[src/rtl/core/wsq_ram.sv]
module wsq_ram #(
    parameter int WIDTH = 19,
    parameter int DEPTH = 256
) (
    input  logic                     clk,
    input  logic                     we,
    input  logic [$clog2(DEPTH)-1:0] waddr,
    input  logic [WIDTH-1:0]         wdata,
    input  logic [$clog2(DEPTH)-1:0] raddr,
    output logic [WIDTH-1:0]         rdata
);

    logic [WIDTH-1:0] mem_reg [DEPTH];
    logic [WIDTH-1:0] rdata_reg;

    always_ff @(posedge clk)
    begin
        if (we)
        begin
            mem_reg[waddr] <= wdata;
        end
        rdata_reg <= mem_reg[raddr];
    end

    assign rdata = rdata_reg;

endmodule

[config.mk]
export PLATFORM = sky130hd
export DESIGN_NAME = wsq_ram
export DESIGN_NICKNAME = d
export VERILOG_FILES = /design/src/rtl/core/wsq_ram.sv
export SDC_FILE = /design/constraint.sdc
export NUM_CORES = 2
export LEC_CHECK = 0
export BUFFER_PORTS_ARGS = -buffer_cell sky130_fd_sc_hd__clkbuf_2
export CORE_MARGIN = 10
export CORE_UTILIZATION = 55
export CTS_BUF_LIST = sky130_fd_sc_hd__clkbuf_4 sky130_fd_sc_hd__clkbuf_8 sky130_fd_sc_hd__clkbuf_16
export DETAILED_ROUTE_END_ITERATION = 6
export MAX_ROUTING_LAYER = met4
export PLACE_DENSITY = 0.72
export SYNTH_ARGS = -nofsm -noshare
export SYNTH_HDL_FRONTEND = slang
export SYNTH_MEMORY_MAX_BITS = 65536
export SYNTH_SLANG_ARGS = --single-unit
export TNS_END_PERCENT = 1
[constraint.sdc]
create_clock -name clk -period 8.2 [get_ports clk]
set_clock_uncertainty 0.1 [all_clocks]
set_input_delay 0.82 -clock clk [delete_from_list [all_inputs] [get_ports clk]]
set_output_delay 0.82 -clock clk [all_outputs]
set_load 0.01 [all_outputs]
==> load_flow_metrics.sql <==
INSERT INTO impl_metrics (metric_group, metric, value, unit) VALUES
('layout', 'utilization', '61.8', '%'),
('layout', 'stdcell_area', '210000', 'um^2'),
('place', 'place_congestion', '0.900', ''),
('die', 'io_pins', '56', ''),
('synthesis', 'syn_nets', '8746', ''),
('worst_setup_path', 'setup.worst_path.class', 'primary input to register', ''),
('synthesis', 'synth_seq_area_share', '77.7', '%'),
('cts', 'clk_pin_slew', '60', 'ps'),
('synthesis', 'ys.warnings.count', '0', ''),
('sta', 'tns', '0', 'ps'),
('sta', 'report.final.hold_viol_count', '0', ''),
('cts', 'cts.sink_count', '4883', ''),
('synthesis', 'yosys_most_used_dff', 'sky130_fd_sc_hd__edfxtp_1', ''),
('detailed_routing', 'via_per_inst', '6.81', ''),
('layout', 'finalNetCount', '9127', ''),
('run_status', 'status', 'complete, but fails checks', ''),
('min_path', 'min-delay-path-class', 'primary input to register', ''),
('grt', 'global_route.overflow_total', '0', ''),
('power_and_ir_drop', 'power.ir.vdd_worst', '222', 'uV'),
('sta', 'grt_setup_unrepaired', 'false', ''),
('sta', 'finalCritPeriodShare', '65.3', '%'),
('synthesis', 'syn_avg_cell_area', '21.6', 'um^2'),
('grt', 'global_route_wire_length_before_repair', '712000', 'um'),
('cts', 'cts-hold-fix-buffers', '0', ''),
('cts', 'ctsRootBufferMaster', 'sky130_fd_sc_hd__clkbuf_16', ''),
('die', 'floorplan.initialDensity', '55.3', '%'),
('place', 'post-place-cells', '13161', ''),
('sta', 'finalMaxSlewViolations', '2', ''),
('grt', 'first_global_vias', '93948', ''),
('detailed_routing', 'num_vias', '95575', ''),
('cts', 'cts-root-to-sink-buffers', '4', ''),
('cts', 'cts_buffers', '462', ''),
('detailed_routing', 'drt_pass1_iterations', '7', ''),
('grt', 'grt_use_total', '27.9', '%'),
('synthesis', 'synth_edf_count', '4864', ''),
('sta', 'final-setup-viol-count', '0', ''),
('sta', 'slew_headroom', '-1.41', '%'),
('synthesis', 'synth_largest_area_cell', 'sky130_fd_sc_hd__edfxtp_1', ''),
('detailed_routing', 'routed_wl', '502000', 'um'),
('synthesis', 'largest_cells_by_area_after_synthesis', 'sky130_fd_sc_hd__edfxtp_1 (78%), sky130_fd_sc_hd__mux4_2 (11%), sky130_fd_sc_hd__mux2i_1 (3.8%)', ''),
('layout', 'fillcell_total', '22555', ''),
('cts', 'tritoncts', 'built', ''),
('layout', 'fraction_of_layout_instances_using_a_drive_strength_above_1', '25.2', '%'),
('cts', 'clock_tree.htree_level_count', '5', ''),
('die', 'coreArea', '341000', 'um^2'),
('cts', 'clock_latency', '1030', 'ps'),
('sta', 'max_slew.worst_pin.slew', '1510', 'ps'),
('synthesis', 'area_share_of_the_largest_cell_type_after_synthesis', '77.5', '%'),
('die', 'die_area', '366000', 'um^2'),
('synthesis', 'synth.ff_latch_count', '4883', ''),
('detailed_routing', 'detailedRoute.firstIterationViolations', '14938', ''),
('power_and_ir_drop', 'power.leakage', '0.0666', 'uW'),
('synthesis', 'syn-cell-area', '188000', 'um^2'),
('synthesis', 'synth.distinct_cells', '60', ''),
('detailed_routing', 'detail-route-antenna-nets', '0', ''),
('worst_setup_path', 'critical_path.max_fanout', '75', ''),
('grt', 'pin_count_of_the_biggest_net_entering_global_routing', '164', ''),
('layout', 'final_cells', '14034', ''),
('place', 'io_buffers', '55', ''),
('synthesis', 'synth_async_sr_flop_share', '0', '%'),
('die', 'die-height', '605', 'um'),
('synthesis', 'syn-instance-count', '8709', ''),
('layout', 'area_delta_synth_final', '11.6', '%'),
('detailed_routing', 'detail_route.wl_per_cell', '35.7', 'um'),
('worst_setup_path', 'worstSetupEndpointType', 'register', ''),
('worst_setup_path', 'worst_path_arrival_time', '6170', 'ps'),
('power_and_ir_drop', 'p_per_area', '243', 'nW/um^2'),
('worst_setup_path', 'worst_setup_path_start_kind', 'primary input', ''),
('layout', 'largest_register_ff_count', '4864', ''),
('die', 'fp-row-count', '214', ''),
('die', 'die_w', '605', 'um'),
('detailed_routing', 'drt_drc_violations_left', '2', ''),
('worst_setup_path', 'worst_ep_required_time', '9010', 'ps'),
('run_status', 'violated_checks', 'design-rule violations, max-capacitance violations, max-slew violations', ''),
('grt', 'antenna_found_initial', '29', ''),
('sta', 'clock.fmax', '187', 'MHz'),
('place', 'placement.cell_area', '195000', 'um^2'),
('sta', 'fin_crit', '5360', 'ps'),
('cts', 'cts.repair_timing.setup_buffer_count', '0', ''),
('cts', 'post_cts_resize_count', '0', ''),
('power_and_ir_drop', 'post-layout-total-power', '51100', 'uW'),
('place', 'dp_hpwl', '286000', 'um'),
('flow_run', 'drv.max_cap_violation_count', '1', '');
-- worst paths after layout --
kind,cells past startpoint,slack (ps),to,from
min,1,200,mem_reg[7][8],wdata[8]
max,9,2840,rdata[9],raddr[1]
min reg2reg,5,870,rdata[10],mem_reg[38][10]
max reg2reg,7,4250,rdata[9],mem_reg[211][9]
-- metrics by stage --
step	setup slack (ps)	hold slack (ps)
after detailed placement	2020	864
after floorplan	4980	678
after global placement	860	859
after global routing	2950	192
after CTS	3030	142
final	2840	196
-- report_power, final --
group	switching [uW]	total, uW	internal, uW
Sequential	57.6	27600	27500
Clock	9090	21000	11900
Combinational	1700	2500	805
Total	10800	51100	40200
-- layout by cell type (no fill, tap or decap), types with 20 or more instances in the layout --
| master | netlist | final |
|---|---|---|
| sky130_fd_sc_hd__a2111oi_0 | 29 | 22 |
| sky130_fd_sc_hd__a21oi_1 | 182 | 182 |
| sky130_fd_sc_hd__a221oi_1 | 38 | 38 |
| sky130_fd_sc_hd__a22o_1 | 27 | 27 |
| sky130_fd_sc_hd__a22oi_1 | 48 | 48 |
| sky130_fd_sc_hd__buf_12 | 15 | 28 |
| sky130_fd_sc_hd__buf_4 | 68 | 363 |
| sky130_fd_sc_hd__buf_8 | 28 | 20 |
| sky130_fd_sc_hd__bufinv_16 | 0 | 33 |
| sky130_fd_sc_hd__clkbuf_16 | 0 | 467 |
| sky130_fd_sc_hd__clkbuf_2 | 0 | 32 |
| sky130_fd_sc_hd__clkbuf_4 | 0 | 102 |
| sky130_fd_sc_hd__clkinv_1 | 1 | 120 |
| sky130_fd_sc_hd__clkinv_2 | 0 | 83 |
| sky130_fd_sc_hd__edfxtp_1 | 4864 | 4864 |
| sky130_fd_sc_hd__mux2_2 | 25 | 25 |
| sky130_fd_sc_hd__mux2i_1 | 709 | 709 |
| sky130_fd_sc_hd__mux4_1 | 45 | 45 |
| sky130_fd_sc_hd__mux4_2 | 899 | 899 |
| sky130_fd_sc_hd__nand2_1 | 66 | 64 |
| sky130_fd_sc_hd__nand3_1 | 33 | 24 |
| sky130_fd_sc_hd__nor2_1 | 328 | 91 |
| sky130_fd_sc_hd__nor2_2 | 0 | 202 |
| sky130_fd_sc_hd__nor2_4 | 0 | 35 |
| sky130_fd_sc_hd__nor3_1 | 152 | 144 |
| sky130_fd_sc_hd__nor4_1 | 20 | 20 |
| sky130_fd_sc_hd__o21ai_0 | 50 | 50 |
| sky130_fd_sc_hd__o221ai_1 | 257 | 257 |
| sky130_fd_sc_hd__o22ai_1 | 229 | 229 |
-- cells by family (layout without fill, tap and decap cells) --
group	count (synthesis)	after routing	share of synthesized area (%)
flip-flops	4883	4883	77.7
multiplexers	1678	1678	15.3
AO/OA/AOI/OAI	914	914	3.43
AND/OR/NAND/NOR	703	703	1.72
buffers and inverters	531	1303	1.85
other	0	17	0
-- worst max-delay path, cell delays in order --
cell,delay [ps]
sky130_fd_sc_hd__buf_8,420
sky130_fd_sc_hd__buf_12,410
sky130_fd_sc_hd__nor2b_1,920
sky130_fd_sc_hd__a221oi_1,220
sky130_fd_sc_hd__nor3b_1,270
sky130_fd_sc_hd__a2111oi_0,1090
sky130_fd_sc_hd__nand3_1,610
sky130_fd_sc_hd__a211oi_2,860
sky130_fd_sc_hd__nor4b_1,300
-- final cells by class --
type / count / area (um^2) / area share, %
clock inverters: 277 / 2370 / 1.13
clock buffers: 578 / 12600 / 5.98
repair buffers: 445 / 3770 / 1.79
diodes: 17 / 42.5 / 0.0202
well taps: 4536 / 5680 / 2.70
inverters: 3 / 23.8 / 0.0113
flip-flops and latches: 4883 / 146000 / 69.6
multi-input cells: 3295 / 39500 / 18.8
-- metal layers --
layer  GRT usage (%)  share of wire [%]  vias up
li1                -                  -    37847
met1            37.5                 36    50126
met2            42.2                 47     6531
met3            6.18                 12     1071
met4            10.7                4.7        0
met5               -                  0        -
-- cell usage after synthesis, drive strengths merged (27+ instances only) --
| library cell | instances |
|---|---|
| o22ai | 229 |
| clkbuf | 227 |
| nand2 | 66 |
| nor3 | 152 |
| mux2i | 709 |
| a22oi | 48 |
| a2111oi | 31 |
| nand3 | 34 |
| o21ai | 50 |
| buf | 300 |
| a21oi | 182 |
| edfxtp | 4864 |
| a22o | 27 |
| mux4 | 944 |
| nor2 | 328 |
| o221ai | 258 |
| a221oi | 38 |
Power figures use the tool's default switching activity.
