## src/rtl/core/wsq_pkg.sv

```systemverilog
package wsq_pkg;

    localparam logic OP_PUSH = 1'b0;
    localparam logic OP_TRY  = 1'b1;

    typedef enum logic [1:0] {
        ST_OK    = 2'd0,
        ST_DUP   = 2'd1,
        ST_EMPTY = 2'd2
    } status_t;

    typedef struct packed {
        logic set_head;
        logic set_tail;
    } qtab_cmd_t;

endpackage

```

## src/rtl/core/wsq_qtab.sv

```systemverilog
module wsq_qtab #(
    parameter int NUM_CPUS    = 8,
    parameter int NUM_HANDLES = 256
) (
    input  logic                          clk,
    input  logic                          rst_n,
    input  wsq_pkg::qtab_cmd_t            cmd,
    input  logic [$clog2(NUM_CPUS)-1:0]   idx,
    input  logic [$clog2(NUM_HANDLES):0]  head_in,
    input  logic [$clog2(NUM_HANDLES):0]  tail_in,
    output logic [$clog2(NUM_HANDLES):0]  head_out,
    output logic [$clog2(NUM_HANDLES):0]  tail_out,
    output logic [NUM_CPUS-1:0]           empty
);

    import wsq_pkg::*;

    localparam int LW = $clog2(NUM_HANDLES) + 1;
    localparam logic [LW-1:0] NIL = LW'(NUM_HANDLES);

    logic [LW-1:0] head_reg  [NUM_CPUS];
    logic [LW-1:0] tail_reg  [NUM_CPUS];
    logic [LW-1:0] head_next [NUM_CPUS];
    logic [LW-1:0] tail_next [NUM_CPUS];

    always_comb
    begin
        for (int i = 0; i < NUM_CPUS; i++)
        begin
            head_next[i] = head_reg[i];
            tail_next[i] = tail_reg[i];
        end
        if (cmd.set_head)
        begin
            head_next[idx] = head_in;
        end
        if (cmd.set_tail)
        begin
            tail_next[idx] = tail_in;
        end
    end

    always_ff @(posedge clk or negedge rst_n)
    begin
        if (!rst_n)
        begin
            for (int i = 0; i < NUM_CPUS; i++)
            begin
                head_reg[i] <= NIL;
                tail_reg[i] <= NIL;
            end
        end
        else
        begin
            for (int i = 0; i < NUM_CPUS; i++)
            begin
                head_reg[i] <= head_next[i];
                tail_reg[i] <= tail_next[i];
            end
        end
    end

    assign head_out = head_reg[idx];
    assign tail_out = tail_reg[idx];

    for (genvar g = 0; g < NUM_CPUS; g++)
    begin : g_empty
        assign empty[g] = (head_reg[g] == NIL);
    end

endmodule

```

## config.mk

```make
export PLATFORM = sky130hd
export DESIGN_NAME = wsq_qtab
export DESIGN_NICKNAME = d
export VERILOG_FILES = /design/src/rtl/core/wsq_pkg.sv /design/src/rtl/core/wsq_qtab.sv
export SDC_FILE = /design/constraint.sdc
export NUM_CORES = 1
export LEC_CHECK = 0
export BUFFER_PORTS_ARGS = -buffer_cell sky130_fd_sc_hd__buf_2
export CAP_MARGIN = 20
export CORE_MARGIN = 4
export CORE_UTILIZATION = 46
export CTS_BUF_LIST = sky130_fd_sc_hd__clkbuf_2
export DETAILED_ROUTE_END_ITERATION = 6
export SYNTH_ARGS = -nofsm -noshare
export SYNTH_HDL_FRONTEND = slang
export SYNTH_SLANG_ARGS = --single-unit
```

## constraint.sdc

```tcl
create_clock -name clk -period 2.9 [get_ports clk]
set_clock_uncertainty 0.2 [all_clocks]
set_input_delay 0.145 -clock clk [delete_from_list [all_inputs] [get_ports clk]]
set_output_delay 0.145 -clock clk [all_outputs]
set_load 0.1 [all_outputs]
```

==> results of run 1 <==
==> power by group through the flow <==
| stage | registers (mW) | clock network, mW | logic (mW) |
|---|---|---|---|
| 3_5_place_dp | 2.83 | 0 | 1.64 |
| 5_1_grt | 2.85 | 1.57 | 1.77 |
| 3_3_place_gp | 2.82 | 0 | 1.61 |
| 4_1_cts | 2.79 | 1.47 | 1.69 |
| 2_1_floorplan | 2.71 | 0 | 1.36 |
| 6_report | 2.79 | 1.42 | 1.67 |
==> routing by layer <==
| layer | wire, um | GRT usage | part of all wire | vias up |
|---|---|---|---|---|
| met2 | 8090 | 0.345 | 0.53 | 76 |
| met5 | 0 | 0 | 0 | - |
| met1 | 6390 | 0.249 | 0.42 | 2057 |
| met3 | 594 | 0.0503 | 0.039 | 22 |
| li1 | - | - | - | 1776 |
| met4 | 276 | 0.0532 | 0.018 | 0 |
==> critical path, delay by kind of cell, from the launching register on <==
| family | cells | cell delay (ns) |
|---|---|---|
| buf+inv | 1 | 0.47 |
| flops | 1 | 0.45 |
| simple gates | 3 | 0.70 |
==> kinds of logic after synthesis <==
family,count (synthesis),synth area share
and+or+nand+nor,48,0.0590
AOI/OAI and AO/OA,4,0.00461
buffers and inverters,19,0.0192
muxes,197,0.384
DFF,144,0.534
==> placed cells by master, fill, tap and decap left out, types with 2 or more instances in the layout <==
cell and instances:
clkinvlp_4 3, clkbuf_2 17, mux2i_1 2, mux2_2 158, mux2_4 2, clkinv_4 3, dlygate4sd3_1 26, buf_12 3
dfstp_2 16, dfrtp_1 128, nand4_2 2, inv_6 2, and3_1 2, nor3_4 4, nand3_2 3, nand3b_1 8
bufinv_16 5, nand4b_2 2, buf_4 5, nor4_2 8, buf_2 49, mux4_2 34, nand2b_1 2, nor4_1 8
==> layout make-up <==
class	instances	area, sq um
clock inverter	15	233
multi-input combinational	249	3090
inverter	1	3.75
clock buffer	17	85.1
sequential	144	3620
fill	1203	6570
timing repair buffer	85	642
tap	184	230
==> how the worst max path moves through the flow <==
stage                   to  slack, ns  depth (start not counted)
2_1_floorplan     empty[0]       0.19                          3
3_3_place_gp   head_out[6]       0.49                          5
3_5_place_dp   head_out[7]       0.49                          5
4_1_cts           empty[5]       0.15                          4
5_1_grt           empty[6]       0.04                          4
6_report          empty[5]       0.25                          4
==> stage by stage <==
| stage | setup WS, ns | total power [mW] |
|---|---|---|
| final | 0.248 | 5.87 |
| after global routing | 0.0391 | 6.19 |
| after CTS | 0.147 | 5.95 |
| after detailed placement | 0.490 | 4.47 |
| after global placement | 0.487 | 4.42 |
| after floorplan | 0.189 | 4.07 |
==> results.cfg, run 1 <==
[synth]
yosys.cell_types.count = 32
yosysMostFrequentCell = mux2_2
yosysSeqAreaShare = 0.534
yosysTopAreaCell = dfrtp_1
yosysWarnings = 0
ys.flop_type = dfrtp_1
synth_area_sq_um = 6790
yosysTopAreaCellShare = 0.472
ys_top_cells_by_area = dfrtp_1 47%, mux2_2 26%, mux4_2 11%, dfstp_2 6.2%, nor4_1 1.5%
syn_inst = 412
synth_enable_flop_cells = 0
ys_seq_elements = 144
netlist_top_cells_count = 158 x mux2_2, 128 x dfrtp_1, 34 x mux4_2
synth_nets = 437
synth.avg_cell_area_sq_um = 16.5
async_flop_share = 1.00

[worst_setup_path]
path_class = flip-flop to output port
path_max_fanout = 3
slowest_stage = buf_2
r2r_setup_slack_ns = 1.36
arrival_ns = 2.31
slowest_delay_ns = 0.47
critPathLaunch = head_reg[22]
cp_data_required_time_ns = 2.56
r2r_cells = 2
start_kind = flip-flop
r2r_start = head_reg[16]
crit_chain = nor4_1 > nand3b_1 > nor4_2 > buf_2
worstReg2RegEnd = head_reg[16]
crit_path_end_kind = output port

[cells_and_area]
finalNonFillerCells = 695
final_nets = 523
area_growth_pct = 16.4
drive_above_1_share = 0.634
final_area_sq_um = 7910
post-route-util = 0.546
diodes = 0

[flow_run]
maxCapViolCount = 0

[power_and_ir_drop]
internal-power_mw = 3.86
switching_power_mw = 2.01
switching_share = 0.342
p_leak_nw = 3.30
p_seq_frac = 0.475
power_density_nw_per_um2 = 743
worst_ir_drop_vdd_mv = 0.605
comb_power_share = 0.283
clkPwrFrac = 0.242

[sta]
finalSetupTns_ns = 0
final-setup-viol-count = 0
fmax_mhz = 377
maxSlewViolCount = 0
hold_ws_ns = 0.0872
relSlewSlack = 0.558
min_period_ns = 2.65
hold_violations = 0
post-route-period-util = 0.915
worst_pin_slew_ns = 0.660
rsz0062_at_grt = no

[drt]
avgViaCountPerCell = 5.66
finalWirelength_um = 15300
firstDrtPassIters = 4
drtIter0Drc = 196
antenna_left = 0
routedWlPerCell_um = 22.1
drc = 0
vias = 3931

[global_route]
antenna_found_initial = 0
grt_pass1_vias = 4415
grt_max_degree = 68
track_usage = 0.199
grt_pass1_wl_um = 24800
overflow = 0

[clock_tree]
cts_buffer_depth = 2
cts_sinks = 144
clock_latency_ns = 0.69
cts_setup_buffers = 0
holdBufCountCts = 27
cts_tree = done
cts_buffers = 17
clk_pin_slew_worst_paths_ns = 0.23
cts_resized = 0
cts.root.buffer_cell = clkbuf_2
htreeDepth = 4

[run_status]
status = completed

[die]
coreArea_sq_um = 14500
dieArea_sq_um = 16800
io_pins = 51
dieHeight_um = 130
num_rows = 44
initial_core_util = 0.469
die_w_um = 130

[place]
place_inst = 636
port_buffers = 50
gp_congestion = 0.792
dpl.hpwl_um = 10300
placed_area_sq_um = 7300

[worst_hold_path]
whs_path_depth = 3
min_from = tail_in[1]
holdCritPathClass = primary input to flip-flop
hold_end = tail_reg[10]
Note: power is estimated with default switching activity, not from simulation.
==> run 2: changes to the inputs <==
--- a/config.mk
+++ b/config.mk
@@ -11,6 +11,7 @@
 export CORE_UTILIZATION = 46
 export CTS_BUF_LIST = sky130_fd_sc_hd__clkbuf_2
 export DETAILED_ROUTE_END_ITERATION = 6
+export PLACE_DENSITY = 0.66
 export SYNTH_ARGS = -nofsm -noshare
 export SYNTH_HDL_FRONTEND = slang
 export SYNTH_SLANG_ARGS = --single-unit
==> run 2 against run 1 <==
Against the previous run: final cell count up 0.14%; power is 2.3% lower; global-route usage down 0.58 points; first-iteration DRC count rose by 21%; routed wire length down 1.9%; cell area fell by 0.36%; sequential cell count unchanged; sequential share of layout area up 0.17 points; critical path depth increased by 2.
==> results.cfg, run 2 (synthesis results as in run 1) <==
[cells_and_area]
nFillCells = 1176
drive_above_1_share = 0.632
layout_common_cells = 158 x mux2_2, 128 x dfrtp_1, 47 x buf_2
final_nets = 523
finalNonFillerCells = 696
final_common_cell = mux2_2
post-route-util = 0.544
area_growth_pct = 16.0

[sta]
maxSlewViolCount = 0
rsz0062_at_grt = no
hold_violations = 0
relSlewSlack = 0.476
min_period_ns = 2.79
worst_pin_slew_ns = 0.786
finalSetupTns_ns = 0
final-setup-viol-count = 0
post-route-period-util = 0.962
fmax_mhz = 359

[worst_setup_path]
arrival_ns = 2.44
r2r_start = head_reg[15]
path_max_fanout = 24
crit_path_end_kind = output port
worstReg2RegEnd = head_reg[15]
path_class = primary input to output port
start_kind = primary input
crit_chain = dlygate4sd3_1 > buf_2 > buf_12 > mux4_2 > mux2_2 > buf_2
cp_common_cell = buf_2
endpoint = head_out[1]
cp_data_required_time_ns = 2.56
r2r_setup_slack_ns = 1.34
slowest_stage = mux4_2
critPathLaunch = idx[0]
slowest_delay_ns = 0.55
r2r_cells = 2

[clock_tree]
cts.root.buffer_cell = clkbuf_2
htreeDepth = 4
cts_tree = done
cts_buffer_depth = 2
cts_sinks = 144
clk_pin_slew_worst_paths_ns = 0.21
cts_buffers = 17
clock_latency_ns = 0.70

[global_route]
grt_pass1_wl_um = 24200
overflow = 0
grt_max_degree = 65
track_usage = 0.193
grt_pass1_vias = 4306
antenna_found_initial = 1

[die]
io_pins = 51
die_w_um = 130
initial_core_util = 0.469
num_rows = 44
coreArea_sq_um = 14500
dieArea_sq_um = 16800
dieHeight_um = 130

[drt]
wl_met2_um = 7600
vias = 3970
avgViaCountPerCell = 5.70
antenna_left = 0
finalWirelength_um = 15100
top_layer = met4
dr_wl_met3_um = 624
wl_met1_um = 6630
firstDrtPassIters = 4
drtIter0Drc = 237
drc = 0
routedWlPerCell_um = 21.6

[place]
dpl.hpwl_um = 10100
place_inst = 636
gp_congestion = 0.811
port_buffers = 50

[power_and_ir_drop]
power_density_nw_per_um2 = 728
internal-power_mw = 3.70
switching_power_mw = 2.03
switching_share = 0.354
p_leak_nw = 3.28
p_seq_frac = 0.487
clkPwrFrac = 0.221
comb_power_share = 0.292
worst_ir_drop_vdd_mv = 0.534

[worst_hold_path]
holdCritPathClass = primary input to flip-flop

[flow_run]
maxCapViolCount = 0

[run_status]
status = completed
==> run 2: changes by cell type in the layout (fill, tap and decap cells not counted), sizes merged <==
cell,before,now
bufinv,5,3
clkinv,4,5
inv,4,6
diode,0,1
clkbuf,17,18
clkinvlp,3,2
buf,59,58
==> run 2: how the worst min path moves through the flow <==
stage,from,end,cells after the start
after floorplan,rst_n,head_reg[0],0
after global placement,rst_n,head_reg[20],1
after global routing,tail_in[4],tail_reg[40],3
after CTS,tail_in[3],tail_reg[21],3
final,tail_in[3],tail_reg[21],3
after detailed placement,rst_n,head_reg[20],1
==> run 2: cell type report <==
type                       count  area, sq um  area share
sequential                   144         3620       0.460
antenna                        1         2.50    0.000318
clock buffer                  17         85.1      0.0108
multi-input combinational    249         3090       0.392
inverter                       1         3.75    0.000477
timing repair buffer          85          659      0.0837
tap                          184          230      0.0292
clock inverter                15          184      0.0234
==> run 2: power groups by stage <==
stage               Sequential [mW]  Combinational (mW)  Clock, mW
floorplan                      2.71                1.36          0
global placement               2.82                1.62          0
detailed placement             2.84                1.65          0
CTS                            2.79                1.69       1.30
global route                   2.85                1.78       1.41
finish                         2.79                1.68       1.27
==> run 2: timing repair <==
action                                  4_1_cts  5_1_grt
buffers inserted                              0        0
endpoints found under the hold margin       288        0
hold buffers                                 27        0
endpoints found under the setup margin        0        1
gates resized for setup                       0        1
==> run 2: routing by layer <==
layer	vias to the layer above	track usage
met5	-	0
met4	0	0.0538
met3	18	0.0523
met2	80	0.318
met1	2108	0.254
li1	1764	-
==> run 2: per-stage QoR <==
step           instance area, sq um  hold slack, ns  setup slack, ns  power, mW
3_3_place_gp                   7310         -0.0361            0.643       4.44
3_5_place_dp                   7310         -0.0284            0.639       4.48
2_1_floorplan                  6840          -0.351            0.189       4.07
4_1_cts                        7870          0.0227           0.0913       5.79
6_report                       7880          0.0927            0.112       5.74
5_1_grt                        7880          0.0130           0.0255       6.04
==> run 2: critical path, delay by kind of cell <==
kind / cells / cell delay, ns
buffers and inverters: 4 / 1.44
muxes: 2 / 0.84
==> run 3: changes to the inputs <==
--- a/config.mk
+++ b/config.mk
@@ -5,13 +5,14 @@
 export SDC_FILE = /design/constraint.sdc
 export NUM_CORES = 1
 export LEC_CHECK = 0
+export ABC_AREA = 1
 export BUFFER_PORTS_ARGS = -buffer_cell sky130_fd_sc_hd__buf_2
 export CAP_MARGIN = 20
 export CORE_MARGIN = 4
 export CORE_UTILIZATION = 46
 export CTS_BUF_LIST = sky130_fd_sc_hd__clkbuf_2
 export DETAILED_ROUTE_END_ITERATION = 6
-export PLACE_DENSITY = 0.66
+export PLACE_DENSITY = 0.65
 export SYNTH_ARGS = -nofsm -noshare
 export SYNTH_HDL_FRONTEND = slang
 export SYNTH_SLANG_ARGS = --single-unit
==> run 3 against run 2 <==
Against the previous run: non-clock buffer count grew 11; fmax up 2.5%; routed wire length grew 29%; sequential share of layout area shrank 3.0 points; synthesized cell count grew 140%; area after synthesis up 10%; highest routed layer unchanged.
==> results.cfg, run 3 <==
[run_status]
status = completed

[cells_and_area]
nFillCells = 1581
area_growth_pct = 12.7
drive_above_1_share = 0.146
finalNonFillerCells = 1294
final_common_cell = nand2_1
final-seq-area_sq_um = 3620
layout_common_cells = 525 x nand2_1, 128 x dfrtp_1, 74 x o21ai_0
final_nets = 1088
multi_input_area_sq_um = 3360

[drt]
antenna_left = 0
avgViaCountPerCell = 4.98
drc = 0
routedWlPerCell_um = 15.0
vias = 6448
drtIter0Drc = 608
finalWirelength_um = 19400
firstDrtPassIters = 5

[sta]
finalSetupTns_ns = 0
min_period_ns = 2.72
final.setup.worst_slack_ns = 0.180
final-setup-viol-count = 0
maxSlewViolCount = 0
hold_violations = 0
relSlewSlack = 0.542
rsz0062_at_grt = no
worst_pin_slew_ns = 0.686
post-route-period-util = 0.938
fmax_mhz = 368

[clock_tree]
clk_pin_slew_worst_paths_ns = 0.20
cts.root.buffer_cell = clkbuf_2
cts_setup_buffers = 0
cts_tree = done
cts_buffer_depth = 2
cts_sinks = 144
clock_latency_ns = 0.70
cts_buffers = 17
htreeDepth = 4

[synth]
ys_seq_elements = 144
netlist_top_cells_count = 525 x nand2_1, 128 x dfrtp_1, 74 x o21ai_0
synth_nets = 1023
syn_inst = 998
ys_top_cells_by_area = dfrtp_1 43%, nand2_1 26%, dfstp_2 5.6%, o21ai_0 5.0%, o21ai_1 2.7%
yosys.cell_types.count = 30
yosysTopAreaCell = dfrtp_1
synth_enable_flop_cells = 0
async_flop_share = 1.00
yosysTopAreaCellShare = 0.429
yosysMostFrequentCell = nand2_1
synth.avg_cell_area_sq_um = 7.49
ys.flop_type = dfrtp_1
yosysWarnings = 0
synth_area_sq_um = 7470
yosysSeqAreaShare = 0.485

[power_and_ir_drop]
comb_power_share = 0.276
p_seq_frac = 0.499
power_density_nw_per_um2 = 639
switching_share = 0.377
clkPwrFrac = 0.225
internal-power_mw = 3.35
switching_power_mw = 2.03
p_leak_nw = 4.42
worst_ir_drop_vdd_mv = 0.281

[die]
coreArea_sq_um = 15900
die_w_um = 135
num_rows = 46
io_pins = 51
initial_core_util = 0.471
dieHeight_um = 135
dieArea_sq_um = 18400

[place]
dpl.hpwl_um = 13100
gp_congestion = 0.842
pre_cts_ws_ns = 0.693
place_inst = 1221
port_buffers = 50

[worst_setup_path]
crit_path_end_kind = flip-flop
cp_data_required_time_ns = 3.37
path_max_fanout = 21
path_class = primary input to flip-flop
arrival_ns = 3.19
start_kind = primary input

[worst_hold_path]
holdCritPathClass = primary input to flip-flop

[global_route]
grt_pass1_vias = 5777
grt_max_degree = 85
track_usage = 0.220
overflow = 0
grt_pass1_wl_um = 31700
antenna_found_initial = 1

[flow_run]
maxCapViolCount = 0
## run 3: cell types whose count changed after synthesis, sizes merged, moves of 3 or more
cell / change
clkbuf: +6
nand2b: -3
a21oi: +12
inv: +41
buf: +26
mux4: -34
nand3b: -8
nand2: +537
o21ai: +132
nand3: +13
nor2: +52
mux2: -161
nor4: -16
## run 3: metrics by stage
stage | cell area, sq um | power (mW) | hold slack (ns) | utilization
2_1_floorplan | 7490 | 3.79 | -0.351 | -
3_3_place_gp | 7750 | 4.13 | -0.0345 | 0.488
3_5_place_dp | 7750 | 4.15 | -0.0350 | 0.488
4_1_cts | 8410 | 5.40 | 0.0000334 | 0.529
5_1_grt | 8420 | 5.72 | 0.00626 | 0.530
6_report | 8420 | 5.38 | 0.0515 | 0.530
## run 3: power groups by stage
stage | clock network [mW] | logic, mW | registers, mW
final | 1.21 | 1.48 | 2.68
after global routing | 1.33 | 1.65 | 2.73
after CTS | 1.24 | 1.49 | 2.68
after detailed placement | 0 | 1.44 | 2.71
after global placement | 0 | 1.42 | 2.71
after floorplan | 0 | 1.16 | 2.63
## run 3: critical path: stages
cell           delay [ns]
dlygate4sd3_1        0.53
buf_2                0.24
inv_2                0.37
nand3_4              0.29
nor2_4               0.34
nand2_1              0.09
dlygate4sd3_1        0.57
nand2_1              0.07
dlygate4sd3_1        0.55
## run 3: worst paths after layout
path                         startpoint           end  slack [ns]  cells after the start
max reg2reg                head_reg[44]  head_reg[44]        1.34                      3
max in group asynchronous         rst_n  tail_reg[62]        1.67                      4
min reg2reg                tail_reg[62]  tail_reg[62]        0.30                      2
max                              idx[2]  head_reg[44]        0.18                      9
min in group asynchronous         rst_n  tail_reg[17]        0.30                      3
min                          head_in[5]  head_reg[41]        0.05                      4
## run 3: what timing repair did
action / CTS / global route
resized for setup: 0 / 1
hold buffers: 39 / 0
endpoints found under the setup margin: 0 / 1
hold endpoints to repair: 280 / 0
## run 3: cell type report
class	count	share of cell area
Antenna cell	2	0.000594
Clock buffer	20	0.0119
Clock inverter	12	0.0174
Inverter	42	0.0196
Multi-Input combinational cell	762	0.399
Sequential cell	144	0.430
Tap cell	216	0.0321
Timing Repair Buffer	96	0.0896
## run 3: layer usage
metal | global-route usage | share of wire | up-vias
met1 | 0.358 | 0.51 | 2979
met4 | 0.0504 | 0.010 | 0
met2 | 0.300 | 0.42 | 205
met5 | 0 | 0 | -
met3 | 0.0431 | 0.064 | 18
li1 | - | - | 3246
## run 3: kinds of logic (layout without fill, tap and decap cells)
kind of cell / count (synthesis) / in the layout / synth area share
and+or+nand+nor: 618 / 618 / 0.341
AOI/OAI and AO/OA: 144 / 144 / 0.105
DFF: 144 / 144 / 0.485
buffers and inverters: 92 / 170 / 0.0691
other: 0 / 2 / 0
